==> config.mk <==
export PLATFORM = sky130hd
export DESIGN_NAME = cscan_disk_request_scheduler_unit
export DESIGN_NICKNAME = d
export VERILOG_FILES = /design/src/hdl/cdrs_pkg.sv /design/src/hdl/cdrs_dpath.sv /design/src/hdl/cdrs_ctrl.sv /design/src/hdl/cscan_disk_request_scheduler_unit.sv
export VERILOG_INCLUDE_DIRS = /design/src /design/src/hdl
export SDC_FILE = /design/constraint.sdc
export NUM_CORES = 1
export LEC_CHECK = 0
export BUFFER_PORTS_ARGS = -buffer_cell sky130_fd_sc_hd__buf_2
export CAP_MARGIN = 20
export CORE_MARGIN = 5
export CORE_UTILIZATION = 44
export DETAILED_ROUTE_END_ITERATION = 12
export HOLD_SLACK_MARGIN = 0.12
export PLACE_DENSITY = 0.72
export SLEW_MARGIN = 25
export SYNTH_ARGS = -nofsm -noshare
export SYNTH_HDL_FRONTEND = slang
export SYNTH_SLANG_ARGS = --single-unit
==> constraint.sdc <==
create_clock -name clk -period 8.6 [get_ports clk]
set_clock_uncertainty 0.1 [all_clocks]
set_input_delay 1.72 -clock clk [delete_from_list [all_inputs] [get_ports clk]]
set_output_delay 1.72 -clock clk [all_outputs]
set_load 0.01 [all_outputs]
==> src/hdl/cscan_disk_request_scheduler_unit_defines.svh <==
// assertion macros shared by the scheduler modules
`ifndef CSCAN_DISK_REQUEST_SCHEDULER_UNIT_DEFINES_SVH
`define CSCAN_DISK_REQUEST_SCHEDULER_UNIT_DEFINES_SVH

// same-cycle implication
`define CDRS_ASSERT_IMP(lbl, ante, cons, msg) \
	lbl: assert property (@(posedge clk) disable iff (!arst_n) (ante) |-> (cons)) \
		else $error(msg);

// next-cycle implication
`define CDRS_ASSERT_NXT(lbl, ante, cons, msg) \
	lbl: assert property (@(posedge clk) disable iff (!arst_n) (ante) |=> (cons)) \
		else $error(msg);

`endif

==> src/hdl/cdrs_pkg.sv <==
package cdrs_pkg;

	localparam int QUEUE_DEPTH = 8;
	localparam int IDX_W = (QUEUE_DEPTH > 1) ? $clog2(QUEUE_DEPTH) : 1;
	localparam int TRK_W = 16;
	localparam int SEEK_W = 18;
	localparam logic [TRK_W-1:0] LAST_TRACK_RST = 16'd4999;

	typedef enum logic {
		ACT_LOAD = 1'b0,
		ACT_RUN  = 1'b1
	} action_t;

	typedef struct packed {
		action_t            action;
		logic [TRK_W-1:0]   value;
	} in_item_t;

	typedef struct packed {
		logic [TRK_W-1:0]   served_track;
		logic               served_valid;
		logic [SEEK_W-1:0]  total_seek;
		logic               last;
	} out_item_t;

	typedef struct packed {
		logic load;
		logic start;
		logic scan;
		logic take;
		logic wrap;
		logic finish;
		logic wrap_charge;
	} dp_cmd_t;

	typedef struct packed {
		logic scan_done;
		logic found;
		logic any;
		logic at_last;
		logic hold_valid;
		logic out_free;
	} dp_sts_t;

endpackage

==> src/hdl/cdrs_dpath.sv <==
`include "cscan_disk_request_scheduler_unit_defines.svh"

module cdrs_dpath (
	input  logic                        clk,
	input  logic                        arst_n,
	input  logic                        cfg_wr_en,
	input  logic [cdrs_pkg::TRK_W-1:0]  cfg_wr_data,
	input  cdrs_pkg::in_item_t          in_item,
	input  cdrs_pkg::dp_cmd_t           cmd,
	output cdrs_pkg::dp_sts_t           sts,
	output cdrs_pkg::out_item_t         out_data,
	output logic                        out_valid,
	input  logic                        out_ready
);
	import cdrs_pkg::*;

	logic [TRK_W-1:0]       last_track_q;
	logic [TRK_W-1:0]       trk_q [QUEUE_DEPTH];
	logic [QUEUE_DEPTH-1:0] valid_q;
	logic [IDX_W-1:0]       idx_q;
	logic [TRK_W-1:0]       best_q;
	logic                   found_q;
	logic                   any_q;
	logic [TRK_W-1:0]       floor_q;
	logic [TRK_W-1:0]       head_q;
	logic [SEEK_W-1:0]      seek_q;
	out_item_t              hold_q;
	logic                   hold_valid_q;
	out_item_t              out_q;
	logic                   out_valid_q;

	logic                   free_hit;
	logic [IDX_W-1:0]       free_idx;
	logic [TRK_W-1:0]       cur_trk;
	logic                   cur_live;
	logic                   cur_elig;
	logic                   at_last;
	logic                   out_free;
	logic [TRK_W-1:0]       start_head;
	logic [SEEK_W-1:0]      take_seek;
	logic [SEEK_W-1:0]      wrap_seek;
	logic [QUEUE_DEPTH-1:0] match_best;

	always_comb begin
		free_hit = 1'b0;
		free_idx = '0;
		for (int i = QUEUE_DEPTH - 1; i >= 0; i--) begin
			if (!valid_q[i]) begin
				free_hit = 1'b1;
				free_idx = IDX_W'(i);
			end
		end
	end

	always_comb begin
		for (int i = 0; i < QUEUE_DEPTH; i++) begin
			match_best[i] = (trk_q[i] == best_q);
		end
	end

	assign cur_trk    = trk_q[idx_q];
	assign cur_live   = valid_q[idx_q] && (cur_trk <= last_track_q);
	assign cur_elig   = cur_live && (cur_trk >= floor_q);
	assign at_last    = (best_q == last_track_q);
	assign out_free   = !out_valid_q || out_ready;
	assign start_head = (in_item.value > last_track_q) ? last_track_q : in_item.value;

	assign take_seek = seek_q + SEEK_W'(best_q - head_q)
		+ ((cmd.wrap_charge && at_last) ? SEEK_W'(last_track_q) : SEEK_W'(0));
	assign wrap_seek = seek_q + SEEK_W'(last_track_q - head_q) + SEEK_W'(last_track_q);

	assign sts.scan_done  = (idx_q == IDX_W'(QUEUE_DEPTH - 1));
	assign sts.found      = found_q;
	assign sts.any        = any_q;
	assign sts.at_last    = at_last;
	assign sts.hold_valid = hold_valid_q;
	assign sts.out_free   = out_free;

	assign out_data  = out_q;
	assign out_valid = out_valid_q;

	// control state
	always_ff @(posedge clk or negedge arst_n) begin
		if (!arst_n) begin
			last_track_q <= LAST_TRACK_RST;
			valid_q      <= '0;
			idx_q        <= '0;
			found_q      <= 1'b0;
			any_q        <= 1'b0;
			hold_valid_q <= 1'b0;
			out_valid_q  <= 1'b0;
		end else begin
			if (cfg_wr_en) begin
				last_track_q <= cfg_wr_data;
			end
			if (cmd.load && free_hit) begin
				valid_q[free_idx] <= 1'b1;
			end
			if (cmd.scan) begin
				idx_q <= sts.scan_done ? '0 : idx_q + IDX_W'(1);
				if (cur_live) begin
					any_q <= 1'b1;
				end
				if (cur_elig && (!found_q || cur_trk < best_q)) begin
					found_q <= 1'b1;
				end
			end
			if (cmd.start || cmd.take || cmd.wrap || cmd.finish) begin
				idx_q   <= '0;
				found_q <= 1'b0;
				any_q   <= 1'b0;
			end
			if (cmd.start) begin
				hold_valid_q <= 1'b0;
			end
			if (cmd.take) begin
				hold_valid_q <= 1'b1;
				valid_q      <= valid_q & ~match_best;
			end
			if (cmd.finish) begin
				hold_valid_q <= 1'b0;
				valid_q      <= '0;
			end
			if ((cmd.take && hold_valid_q) || cmd.finish) begin
				out_valid_q <= 1'b1;
			end else if (out_ready) begin
				out_valid_q <= 1'b0;
			end
		end
	end

	// payload
	always_ff @(posedge clk) begin
		if (cmd.load && free_hit) begin
			trk_q[free_idx] <= in_item.value;
		end
		if (cmd.scan && cur_elig && (!found_q || cur_trk < best_q)) begin
			best_q <= cur_trk;
		end
		if (cmd.start) begin
			head_q  <= start_head;
			floor_q <= start_head;
			seek_q  <= '0;
		end
		if (cmd.take) begin
			if (hold_valid_q) begin
				out_q <= hold_q;
			end
			hold_q.served_track <= best_q;
			hold_q.served_valid <= 1'b1;
			hold_q.total_seek   <= take_seek;
			hold_q.last         <= 1'b0;
			seek_q              <= take_seek;
			if (cmd.wrap_charge && at_last) begin
				head_q  <= '0;
				floor_q <= '0;
			end else begin
				head_q  <= best_q;
				floor_q <= best_q + TRK_W'(1);
			end
		end
		if (cmd.wrap) begin
			seek_q  <= wrap_seek;
			head_q  <= '0;
			floor_q <= '0;
		end
		if (cmd.finish) begin
			if (hold_valid_q) begin
				out_q.served_track <= hold_q.served_track;
				out_q.served_valid <= 1'b1;
				out_q.total_seek   <= hold_q.total_seek;
			end else begin
				out_q.served_track <= '0;
				out_q.served_valid <= 1'b0;
				out_q.total_seek   <= '0;
			end
			out_q.last <= 1'b1;
		end
	end

	`CDRS_ASSERT_IMP(a_take_room, cmd.take && hold_valid_q, out_free,
		"held result moved into a busy output register")
	`CDRS_ASSERT_NXT(a_queue_empty, cmd.finish, valid_q == '0,
		"queue not empty after a run")
	`CDRS_ASSERT_IMP(a_best_range, found_q, (best_q >= floor_q) && (best_q <= last_track_q),
		"candidate track outside the sweep window")

endmodule

==> src/hdl/cdrs_ctrl.sv <==
`include "cscan_disk_request_scheduler_unit_defines.svh"

module cdrs_ctrl (
	input  logic                clk,
	input  logic                arst_n,
	input  logic                in_valid,
	output logic                in_ready,
	input  cdrs_pkg::action_t   in_action,
	input  cdrs_pkg::dp_sts_t   sts,
	output cdrs_pkg::dp_cmd_t   cmd
);
	import cdrs_pkg::*;

	typedef enum logic [1:0] {
		ST_IDLE,
		ST_SCAN,
		ST_DECIDE
	} state_t;

	state_t state_q;
	logic   phase_q;

	always_comb begin
		cmd             = '0;
		cmd.wrap_charge = !phase_q;
		in_ready        = (state_q == ST_IDLE);
		unique case (state_q)
			ST_IDLE: begin
				if (in_valid) begin
					if (in_action == ACT_RUN) begin
						cmd.start = 1'b1;
					end else begin
						cmd.load = 1'b1;
					end
				end
			end
			ST_SCAN: begin
				cmd.scan = 1'b1;
			end
			ST_DECIDE: begin
				if (sts.found) begin
					if (!sts.hold_valid || sts.out_free) begin
						cmd.take = 1'b1;
					end
				end else if (!phase_q && sts.any) begin
					cmd.wrap = 1'b1;
				end else if (sts.out_free) begin
					cmd.finish = 1'b1;
				end
			end
			default: begin
				cmd.scan = 1'b0;
			end
		endcase
	end

	always_ff @(posedge clk or negedge arst_n) begin
		if (!arst_n) begin
			state_q <= ST_IDLE;
			phase_q <= 1'b0;
		end else begin
			unique case (state_q)
				ST_IDLE: begin
					if (cmd.start) begin
						state_q <= ST_SCAN;
						phase_q <= 1'b0;
					end
				end
				ST_SCAN: begin
					if (sts.scan_done) begin
						state_q <= ST_DECIDE;
					end
				end
				ST_DECIDE: begin
					if (cmd.take) begin
						state_q <= ST_SCAN;
						if (!phase_q && sts.at_last) begin
							phase_q <= 1'b1;
						end
					end else if (cmd.wrap) begin
						state_q <= ST_SCAN;
						phase_q <= 1'b1;
					end else if (cmd.finish) begin
						state_q <= ST_IDLE;
					end
				end
				default: begin
					state_q <= ST_IDLE;
				end
			endcase
		end
	end

	`CDRS_ASSERT_IMP(a_one_cmd, 1'b1,
		$onehot0({cmd.load, cmd.start, cmd.scan, cmd.take, cmd.wrap, cmd.finish}),
		"more than one datapath command at once")
	`CDRS_ASSERT_NXT(a_finish_idle, cmd.finish, in_ready,
		"not ready for a new transfer after a run")

endmodule

==> src/hdl/cscan_disk_request_scheduler_unit.sv <==
// channel   direction  handshake             payload
// in        input      in_valid / in_ready   in_data   (action, value)
// out       output     out_valid / out_ready out_data  (served_track, served_valid,
//                                                       total_seek, last)
// cfg       input      cfg_wr_en             cfg_wr_data (last_track)
//
// a load fills a free queue entry and is dropped when the queue is full; a run starts,
// then scans the queue once per served track and once more for each empty sweep pass
// (one or two), the last of which closes the run
// the queue scan looks at one entry a cycle
// reset clears the queue valid bits and the output valid flag, and sets last_track to 4999
// results leave through an output register; a served track is held back one step so
// the final one can be marked, and the run stalls while out_ready holds it back
module cscan_disk_request_scheduler_unit (
	input  logic                        clk,
	input  logic                        arst_n,
	input  logic                        cfg_wr_en,
	input  logic [cdrs_pkg::TRK_W-1:0]  cfg_wr_data,
	input  logic                        in_valid,
	output logic                        in_ready,
	input  cdrs_pkg::in_item_t          in_data,
	output logic                        out_valid,
	input  logic                        out_ready,
	output cdrs_pkg::out_item_t         out_data
);
	import cdrs_pkg::*;

	dp_cmd_t cmd;
	dp_sts_t sts;

	cdrs_ctrl u_ctrl (
		.clk       (clk),
		.arst_n    (arst_n),
		.in_valid  (in_valid),
		.in_ready  (in_ready),
		.in_action (in_data.action),
		.sts       (sts),
		.cmd       (cmd)
	);

	cdrs_dpath u_dpath (
		.clk         (clk),
		.arst_n      (arst_n),
		.cfg_wr_en   (cfg_wr_en),
		.cfg_wr_data (cfg_wr_data),
		.in_item     (in_data),
		.cmd         (cmd),
		.sts         (sts),
		.out_data    (out_data),
		.out_valid   (out_valid),
		.out_ready   (out_ready)
	);

endmodule
## Word-level counts from Yosys, hierarchy flattened

Memory sizes are Yosys's and may differ from the RTL's.
Cells that the tools add are included.
W data, S select, Z words.

- Register bits: 170
- Memory bits (writable): 128
- Input bits: 38
- Logic and storage cells: 169
- Memories: 1

Memory list:

| memory | words | width | read ports | clocked after Yosys merged registers in | wr ports | line | RTL |
|---|---|---|---|---|---|---|---|
| u_dpath.trk_q | 8 | 16 | 9 | 0 | 1 | cdrs_dpath.sv:18 | `logic [TRK_W-1:0] trk_q [QUEUE_DEPTH];` |

- $add $sub $neg: 8
- $lt $le $gt $ge: 7
- Equality and inequality tests: 17
- Multiplexer cells: 75
- Bitwise operators: 3
- Reduce and logical (&&, ||, !) cells: 39

Operators with widths:

| cell | count |
|---|---|
| $eq A16 B16 Y1 | 9 |
| $mux W16 | 7 |
| $mux W36 | 3 |
| $add A18 B18 Y18 | 3 |
| $mux W18 | 3 |
| $mux W3 | 12 |
| $mux W35 | 1 |
| $mux W1 | 34 |
| $sub A16 B16 Y17 | 2 |
| $mux W8 | 3 |
| $add A18 B16 Y18 | 1 |
| $add A16 B1 Y16 const B | 1 |
| $ge A16 B16 Y1 | 1 |
| $gt A16 B16 Y1 | 1 |
| $le A16 B16 Y1 | 1 |
| $lt A16 B16 Y1 | 1 |
| $mux W2 | 8 |
| $reduce_bool A2 Y1 | 8 |
| $logic_and A1 B1 Y1 | 10 |
| $reduce_bool A3 Y1 | 3 |
| $and A8 B8 Y8 | 1 |
| $lt A3 B4 Y1 const B | 2 |
| $not A8 Y8 | 1 |
| $or A8 B8 Y8 | 1 |
| 19 further kinds | 32 |

## Longest topological paths before layout

Gate-level depths: netlist of run 1.

- Depth in word-level cells: 16
- Mapped depth: 22

## Modules after synthesis

A second synthesis of run 1 with hierarchy kept.

- Cell total of the unflattened synthesis: 1,683
- Area, all modules: 18,784.3 µm²

By module, submodules not included:

| module | times used | cells each | area an instance (µm²) |
|---|---|---|---|
| cdrs_dpath | 1 | 1,658 | 18,566.6 |
| cdrs_ctrl | 1 | 25 | 217.7 |

## Least setup slack after synthesis of run 1

Ideal clock, no wire load.

- Path type: register to register
- Start: register u_dpath.best_q[8]
- End: register u_dpath.seek_q[16] (data pin)
- Setup time: 0.256 ns
- Data arrival time: 4.323 ns
- Required time: 8.244 ns
- Path slack: 3.921 ns
- Cell stages (with the launch flop): 20
- Path buffers: 2
- Cells stage by stage: edfxtp_1 clkbuf_1 xor2_1 nor4_1 nand4_1 nor3_2 clkbuf_1 nand2_1 fa_1 inv_1 ha_1 a21o_1 a21oi_2 nor2b_4 o31ai_4 o211ai_4 o41a_1 a31oi_1 xnor2_1 a22o_1

- Cells in the longest elaborated chain, start to end: 6
- Elaborated cells on any way between the ends: 8

RTL lines:

| element | line | RTL |
|---|---|---|
| start: declaration | cdrs_dpath.sv:21 | `logic [TRK_W-1:0] best_q;` |
| start signal: assignment | cdrs_dpath.sv:138 | `best_q <= cur_trk;` |
| parallel branches: the longest is 3 deep, another holds $add A18 B18 Y18 | - |  |
| $add A18 B18 Y18 (*) | cdrs_dpath.sv:69 | `+ ((cmd.wrap_charge && at_last) ? SEEK_W'(last_track_q) : SEEK_W'(0));` |
| named net u_dpath.take_seek[16] | cdrs_dpath.sv:40 | `logic [SEEK_W-1:0] take_seek;` |
| $mux W18 (*) | cdrs_dpath.sv:145 | `if (cmd.take) begin` |
| $mux W18 (*) | cdrs_dpath.sv:162 | `if (cmd.wrap) begin` |
| end signal: assignment | cdrs_dpath.sv:153 | `seek_q <= take_seek;` |
| end signal: assignment | cdrs_dpath.sv:163 | `seek_q <= wrap_seek;` |
| end: declaration | cdrs_dpath.sv:26 | `logic [SEEK_W-1:0] seek_q;` |

Mark *: on every way through the listed nets, which the timed path passes.
A chain may end at the register's enable or synchronous reset.

## Final worst setup path of run 1

- Start: register u_dpath.best_q[1]
- End: register u_dpath.seek_q[17] (data pin)

The elaborated chain is that of the path after synthesis.

==> results.md, run 1 <==
* Outcome: finished, final reports clean
* Pin count of the biggest net entering global routing at 41
* Initial antenna violation count at 1
* CTS hold repair buffers at 0
* Worst r2r path cells at 19
* CP Max Fanout at 15
* Crit-path max cell delay at 0.83 ns
* Final setup fails at 0
* Port bufs at 75
* Total wire length at 51800 um
* Top-area cell type share of the netlist area at 37.6%
* Main flop type after synthesis: edfxtp_1
* Mapped Cells at 1631
* #FFs+latches synth at 298
* Mapped cell area at 18400 um2
* Most instantiated library cell after synthesis: edfxtp_1
* Worst setup EP type: register
* Setup bufs post-CTS at 0
* Worst-path clk slew at 0.06 ns
* Share of power burned in registers at 24.4%
* Via density at 5.81
* Yosys cell types at 69
* Pwr dens at 441 nW/um2
* Core ar. at 41700 um2
* Setup_tns at 0 ns
* CTS buffer count at 34
* Clk_lat worst skew at 0.54 ns
* Data arrival, critical path at 5.90 ns
* Finished Layout Cells at 2262
* Slowest-stage cell, CP: edfxtp_1
* Util after Layout at 49.4%
* Final hold vios at 0
* Net Switching at 3.96 mW
* Yosys top cell by area: edfxtp_1
* H-tree depth at 2
* DR iter-0 viols at 1045
* Fin area at 20600 um2
* Number of synthesized flops with an enable pin at 231
* Switching portion of total power at 43.6%
* Router iterations before antenna repair at 7
* Critical path cell sequence: ha_1, nor2b_1, o21a_1, o21ai_1, a211oi_1, a2111oi_0, nor4_1, a211oi_1, nand2b_1, xnor2_1, fa_1, inv_1, ha_1, o21ai_0, a31oi_1, nor2_1, o21ai_0, xor2_1, a22o_1
* Pint at 5.13 mW
* WL/cell at 22.9 um
* Die ar. at 46100 um2
* First-pass GRT wire length at 78500 um
* CTS tree: yes
* Dpl hpwl at 38900 um
* Area delta synth->final at 11.7%
* RSZ-0062 raised after global routing: false
* Number of diodes at 0
* Sink Count at 298
* Post-synth ARST share at 11.4%
* Starting density of the core at 44.2%
* Most frequent cells after synthesis: edfxtp_1 (231), inv_1 (162), ha_1 (132)
* Crit path required time at 8.79 ns
* Clock network fraction of total power at 16.7%
* Maxcap violations at 0
* Setup crit start kind: register
* Final GP Congestion at 0.945
* Hold depth at 2
* Share of cells above drive strength 1 at 13.3%
* Final Critical Period at 5.72 ns
* Dpl cell area at 19400 um2
* Peak Freq at 175 MHz
* Max Slew Vio Count at 0
* Post-CTS sizing at 0
* Die H at 215 um
* Syn nets at 1836
* Vias in the first global route at 13.2k
* I/O pin count at 76
* Static Leak at 8.07 nW
* Via count at 13.1k
* Die width at 215 um
* FP Rows at 75
* Comb power frac at 59.0%
* Syn Area/Cell at 11.3 um2
* Antenna Nets Post-Route at 0
* Clock Tree Root: clkbuf_16
* Peak supply drop at 0.213 mV
* Placed Cells incl. Taps at 2202
* Synth area leaders: edfxtp_1 (38%), ha_1 (9.0%), xnor2_1 (5.4%)
* # nets final at 1904
* WHS at 0.349 ns
* DRC errors left at 0
* Global route total overflow at 0
* Max clock buf depth at 3
* HP Class: register to register
* Worst Tran Pin Value at 0.946 ns
* Rel. slew slack at 36.9%
* Syn. warnings at 0
* Crit Path Class: register to register
* Overall Global Routing Usage at 21.9%
* Final Cycle Share at 66.5%
* Seq/Total Area, Yosys at 45.9%
[final timing paths]
path,start,endpoint,slack (ns)
setup / recovery,u_dpath.best_q[1]$_DFFE_PP_,u_dpath.seek_q[17]$_DFFE_PP_,2.88
hold / removal,u_dpath.out_data[0]$_SDFFE_PP1P_,u_dpath.out_data[0]$_SDFFE_PP1P_,0.35
setup reg to reg,u_dpath.best_q[1]$_DFFE_PP_,u_dpath.seek_q[17]$_DFFE_PP_,2.88
hold reg to reg,u_dpath.out_data[0]$_SDFFE_PP1P_,u_dpath.out_data[0]$_SDFFE_PP1P_,0.35
max in group asynchronous,arst_n,u_dpath.idx_q[0]$_DFFE_PN0P_,6.60
min in group asynchronous,arst_n,u_dpath.valid_q[7]$_DFFE_PN0P_,1.20
[through the flow]
stage / total power, mW / setup WS, ns
floorplan: 6.20 / 3.92
global placement: 7.33 / 3.06
detailed placement: 7.48 / 2.95
CTS: 9.03 / 2.92
global route: 9.75 / 2.47
finish: 9.09 / 2.88
[layout make-up]
class | count | area, um2
sequential | 298 | 8460
inverter | 163 | 612
timing repair buffer | 91 | 503
clock buffer | 43 | 968
multi-input combinational | 1111 | 9180
clock inverter | 17 | 189
tap | 539 | 674
fill | 3722 | 21100
[layout by cell type, fill, tap and decap left out, drive strengths merged, types with 5 or more instances in the layout]
cell / n
xnor2: 113
nor2: 69
xor2: 103
ha: 132
nand2: 86
nor2b: 16
o21a: 24
o31ai: 6
fa: 35
mux4: 34
a22o: 9
a211oi: 24
a21o: 28
a31oi: 7
and3: 7
inv: 163
o32ai: 19
and2: 36
nor3: 32
nand3: 26
o21ai: 88
dfxtp: 33
clkbuf: 43
nor4: 26
o211ai: 17
edfxtp: 231
clkinv: 11
nand4: 25
or2: 5
buf: 91
o22ai: 13
dfstp: 7
dfrtp: 27
or3: 6
a21oi: 60
mux2: 16
nand2b: 15
[cell families after synthesis]
family	count (synthesis)	share of synthesized area, %
AND/OR/NAND/NOR	356	9.75
AO/OA/AOI/OAI	321	11.6
flip-flops	298	45.9
buffers and inverters	222	4.61
XOR/XNOR	216	10.3
adder cells (fa/ha/maj)	167	12.8
multiplexers	51	5.19
[worst max-delay path, delay by kind of cell (launching register included)]
kind,cells,cell delay (ns)
compound gates,9,2.38
fa+ha+maj,3,1.18
flops,1,0.83
simple gates,4,0.58
xor+xnor,2,0.35
buf+inv,1,0.04
[per-layer routing]
layer  vias to the layer above  part of all wire, %  global-route usage (%)
li1                       6027                    -                       -
met1                      6508                   42                    28.5
met2                       495                   49                    37.6
met3                       101                  5.9                    2.98
met4                         2                  3.7                    7.77
met5                         -                0.025                       0
[power by group through the flow]
stage	clock network, mW	registers (mW)	logic [mW]
global placement	0	2.22	5.10
finish	1.51	2.21	5.36
global route	1.59	2.24	5.91
CTS	1.54	2.21	5.29
floorplan	0	2.04	4.15
detailed placement	0	2.23	5.25
[sequential cells by signal, indices dropped and copies added, names as in the netlist, 8 cells and up]
signal,cells
u_dpath.valid_q,8
u_dpath.floor_q,16
u_dpath.head_q,16
u_dpath.seek_q,18
u_dpath.last_track_q,16
u_dpath.trk_q,128
u_dpath.best_q,16
u_dpath.out_data,36
u_dpath.hold_q,34
Note: power is estimated with default switching activity, not from simulation.
==> run 2, diff against run 1 <==
--- a/config.mk
+++ b/config.mk
@@ -6,13 +6,14 @@
 export SDC_FILE = /design/constraint.sdc
 export NUM_CORES = 1
 export LEC_CHECK = 0
+export ABC_AREA = 1
 export BUFFER_PORTS_ARGS = -buffer_cell sky130_fd_sc_hd__buf_2
 export CAP_MARGIN = 20
 export CORE_MARGIN = 5
 export CORE_UTILIZATION = 44
 export DETAILED_ROUTE_END_ITERATION = 12
 export HOLD_SLACK_MARGIN = 0.12
-export PLACE_DENSITY = 0.72
+export PLACE_DENSITY = 0.74
 export SLEW_MARGIN = 25
 export SYNTH_ARGS = -nofsm -noshare
 export SYNTH_HDL_FRONTEND = slang
==> constraint.sdc (replaced) <==
create_clock -name clk -period 5 [get_ports clk]
set_clock_uncertainty 0.1 [all_clocks]
set_input_delay 1 -clock clk [delete_from_list [all_inputs] [get_ports clk]]
set_output_delay 1 -clock clk [all_outputs]
set_load 0.01 [all_outputs]
==> run 2 against run 1 <==
Net effect: global-route usage grew 0.52 points; highest routed layer is now met4; total power grew 77%; utilization shrank 0.069 points; flip-flop and latch count is the same; worst hold slack gained 0.0085 ns; critical endpoint unchanged; cell count grew 27%; die area grew 4.9%; critical path depth grew 2; first-iteration DRC count grew 32%; clock-buffer cell count shrank 7; via count grew 20%.
==> results.md, run 2 <==
* Core ar. at 43900 um2 (was 41700 um2)
* Final setup fails at 0 (unchanged)
* Outcome: finished, final reports clean (unchanged)
* Die ar. at 48400 um2 (was 46100 um2)
* DR iter-0 viols at 1380 (was 1045)
* Crit Path Class: register to register (unchanged)
* Slowest-stage cell, CP: dfstp_2 (was edfxtp_1)
* Max Slew Vio Count at 0 (unchanged)
* # nets final at 2461 (was 1904)
* I/O pin count at 76 (unchanged)
* Setup bufs post-CTS at 0 (unchanged)
* Worst r2r path cells at 21 (was 19)
* Die H at 220 um (was 215 um)
* Final hold vios at 0 (unchanged)
* Vias in the first global route at 15.8k (was 13.2k)
* Largest register FFs at 128 (unchanged)
* Synth area leaders: edfxtp_1 (36%), ha_1 (8.5%), nand2_1 (6.3%) (was edfxtp_1 (38%), ha_1 (9.0%), xnor2_1 (5.4%))
* Top-area cell type share of the netlist area at 35.8% (was 37.6%)
* Commonest non-fill, non-tap cell in the layout: nand2_1 (was edfxtp_1)
* Via count at 15.7k (was 13.1k)
* Hold path start: u_dpath.out_data[0]$_SDFFE_PP1P_ (unchanged)
* Yosys top cell by area: edfxtp_1 (unchanged)
* Area delta synth->final at 11.8% (was 11.7%)
* Maxcap violations at 0 (unchanged)
* Pin count of the biggest net entering global routing at 67 (was 41)
* DRC errors left at 0 (unchanged)
* Final Cycle Share at 92.5% (was 66.5%)
* Clk_lat worst skew at 0.54 ns (about the same)
* WL/cell at 19.1 um (was 22.9 um)
* Final Critical Period at 4.63 ns (was 5.72 ns)
* Max clock buf depth at 3 (unchanged)
* Data arrival, critical path at 4.81 ns (was 5.90 ns)
* Worst-path clk slew at 0.06 ns (about the same)
* Reg2Reg Setup Slack at 0.37 ns (was 2.88 ns)
* Global route total overflow at 0 (unchanged)
* Seq/Total Area, Yosys at 43.6% (was 45.9%)
* CP Max Fanout at 7 (was 15)
* Router iterations before antenna repair at 6 (was 7)
* RSZ-0062 raised after global routing: false (unchanged)
* Setup_tns at 0 ns (unchanged)
* Post-synth ARST share at 11.4% (unchanged)
* CTS buffer count at 34 (unchanged)
* Share of cells above drive strength 1 at 11.2% (was 13.3%)
* H-tree depth at 2 (unchanged)
* Final GP Congestion at 1.01 (was 0.945)
* Sink Count at 298 (unchanged)
* CTS hold repair buffers at 0 (unchanged)
* Starting density of the core at 44.1% (was 44.2%)
* Static Leak at 9.55 nW (was 8.07 nW)
* Via density at 5.48 (was 5.81)
* Pwr dens at 741 nW/um2 (was 441 nW/um2)
* Most frequent cells in the layout: nand2_1 (325), inv_1 (314), edfxtp_1 (231) (was edfxtp_1 (231), inv_1 (162), ha_1 (132))
* Setup crit start kind: register (unchanged)
* Number of synthesized flops with an enable pin at 231 (unchanged)
* Peak Freq at 216 MHz (was 175 MHz)
* Main flop type after synthesis: edfxtp_1 (unchanged)
* First-pass GRT wire length at 85400 um (was 78500 um)
* HP Class: register to register (unchanged)
* Worst setup EP type: register (unchanged)
* WHS Endpoint: u_dpath.out_data[0]$_SDFFE_PP1P_ (unchanged)
* Syn. warnings at 0 (unchanged)
* Most frequent cells after synthesis: nand2_1 (327), inv_1 (314), edfxtp_1 (231) (was edfxtp_1 (231), inv_1 (162), ha_1 (132))
* Antenna Nets Post-Route at 0 (unchanged)
* #FFs+latches synth at 298 (unchanged)
* Port bufs at 75 (unchanged)
* Post-CTS sizing at 0 (unchanged)
* Mapped cell area at 19400 um2 (was 18400 um2)
* Rel. slew slack at 32.3% (was 36.9%)
* Crit path required time at 5.18 ns (was 8.79 ns)
* Hold depth at 2 (unchanged)
* Most used cell, CP: nand3_1
* WHS at 0.357 ns (was 0.349 ns)
* Crit-path max cell delay at 0.61 ns (was 0.83 ns)
* Most instantiated library cell after synthesis: nand2_1 (was edfxtp_1)
* Mapped Cells at 2175 (was 1631)
* Dpl hpwl at 41100 um (was 38900 um)
* Yosys cell types at 60 (was 69)
* Total wire length at 54900 um (was 51800 um)
* Syn Area/Cell at 8.91 um2 (was 11.3 um2)
* Peak supply drop at 0.339 mV (was 0.213 mV)
* Die width at 220 um (was 215 um)
* Number of diodes at 0 (unchanged)
* Worst Tran Pin Value at 1.01 ns (was 0.946 ns)
* Dpl cell area at 20500 um2 (was 19400 um2)
* Fin area at 21700 um2 (was 20600 um2)
* Initial antenna violation count at 1 (unchanged)
* CTS tree: yes (unchanged)
* Critical path cell sequence: inv_1, ha_1, fa_1, nand3b_1, nand2_1, a21oi_1, o21ai_2, a21oi_1, xor2_1, fa_1, inv_1, ha_1, a21oi_1, inv_1, a31oi_1, nand3_1, nand3_1, nand3_1, nand3b_1, nand3_1, nand2_1 (was ha_1, nor2b_1, o21a_1, o21ai_1, a211oi_1, a2111oi_0, nor4_1, a211oi_1, nand2b_1, xnor2_1, fa_1, inv_1, ha_1, o21ai_0, a31oi_1, nor2_1, o21ai_0, xor2_1, a22o_1)
* Overall Global Routing Usage at 22.4% (was 21.9%)
* Largest Register: u_dpath.trk_q (unchanged)
* R2R Path Start: u_dpath.last_track_q[0]$_DFFE_PN1P_ (was u_dpath.best_q[1]$_DFFE_PP_)
* Syn nets at 2380 (was 1836)
* Clock Tree Root: clkbuf_16 (unchanged)
* FP Rows at 77 (was 75)
* Critical R2R Capture: u_dpath.seek_q[17]$_DFFE_PP_ (unchanged)
-- run 2: cell types whose count changed after synthesis, moves of 41 or more --
cell,previous run,this run
nand2_1,86,327
inv_1,162,314
nor2_1,69,184
a21oi_1,59,164
o21ai_0,86,147
xnor2_1,113,72
-- run 2: through the flow --
step / power, mW / instances / util, % / worst slack [ns]
4_1_cts: 15.9 / 2873 / 49.3 / 0.280
6_report: 16.1 / 2873 / 49.3 / 0.374
2_1_floorplan: 10.7 / 2175 / - / 0.876
5_1_grt: 17.4 / 2873 / 49.3 / 0.0912
3_5_place_dp: 13.2 / 2812 / 46.6 / 0.301
3_3_place_gp: 12.9 / 2812 / 46.6 / 0.362
-- run 2: worst max-delay path by stage --
| stage | startpoint | end | slack (ns) | depth (start not counted) |
|---|---|---|---|---|
| 5_1_grt | u_dpath.last_track_q[0]$_DFFE_PN1P_ | u_dpath.seek_q[17]$_DFFE_PP_ | 0.09 | 21 |
| 2_1_floorplan | u_dpath.last_track_q[0]$_DFFE_PN1P_ | u_dpath.seek_q[17]$_DFFE_PP_ | 0.88 | 21 |
| 4_1_cts | u_dpath.last_track_q[0]$_DFFE_PN1P_ | u_dpath.seek_q[17]$_DFFE_PP_ | 0.28 | 21 |
| 3_3_place_gp | u_dpath.last_track_q[0]$_DFFE_PN1P_ | u_dpath.seek_q[17]$_DFFE_PP_ | 0.36 | 21 |
| 6_report | u_dpath.last_track_q[0]$_DFFE_PN1P_ | u_dpath.seek_q[17]$_DFFE_PP_ | 0.37 | 21 |
| 3_5_place_dp | u_dpath.last_track_q[0]$_DFFE_PN1P_ | u_dpath.seek_q[17]$_DFFE_PP_ | 0.30 | 21 |
-- run 2: cell families after synthesis --
family | Yosys count | share of synthesized area, %
adders and majority gates | 167 | 12.1
and+or+nand+nor | 685 | 15.5
AOI/OAI and AO/OA | 460 | 13.4
DFF | 298 | 43.6
xor gates and xnor gates | 151 | 6.82
buffers and inverters | 414 | 8.54
-- run 2: area by class of cell --
| type | count | area (um2) |
|---|---|---|
| fillers | 4040 | 22300 |
| multi-input cells | 1463 | 9310 |
| flip-flops and latches | 298 | 8460 |
| inverters | 344 | 1300 |
| clock buffers | 36 | 858 |
| well taps | 592 | 741 |
| repair buffers | 115 | 688 |
| clock inverters | 25 | 324 |
-- run 2: report_power, final --
part | total (mW) | leakage (nW) | internal, mW | switching [mW]
combinational | 9.83 | 6.28 | 3.50 | 6.33
sequential | 3.57 | 2.70 | 3.30 | 0.267
clock | 2.67 | 0.572 | 1.62 | 1.06
-- run 2: routing by layer --
metal,vias up,wire [um],GRT usage [%]
met1,7452,23300,29.4
met4,0,2130,8.72
met3,128,3520,2.56
li1,7494,-,-
met2,657,25900,38.2
met5,-,0,0
-- run 2: critical path: cells and delay by family, from the launching register on --
kind            cells  cell delay [ns]
fa+ha+maj           4             1.49
xor+xnor            1             0.18
buf+inv             3             0.19
flops               1             0.61
simple gates        8             0.98
compound gates      5             0.83
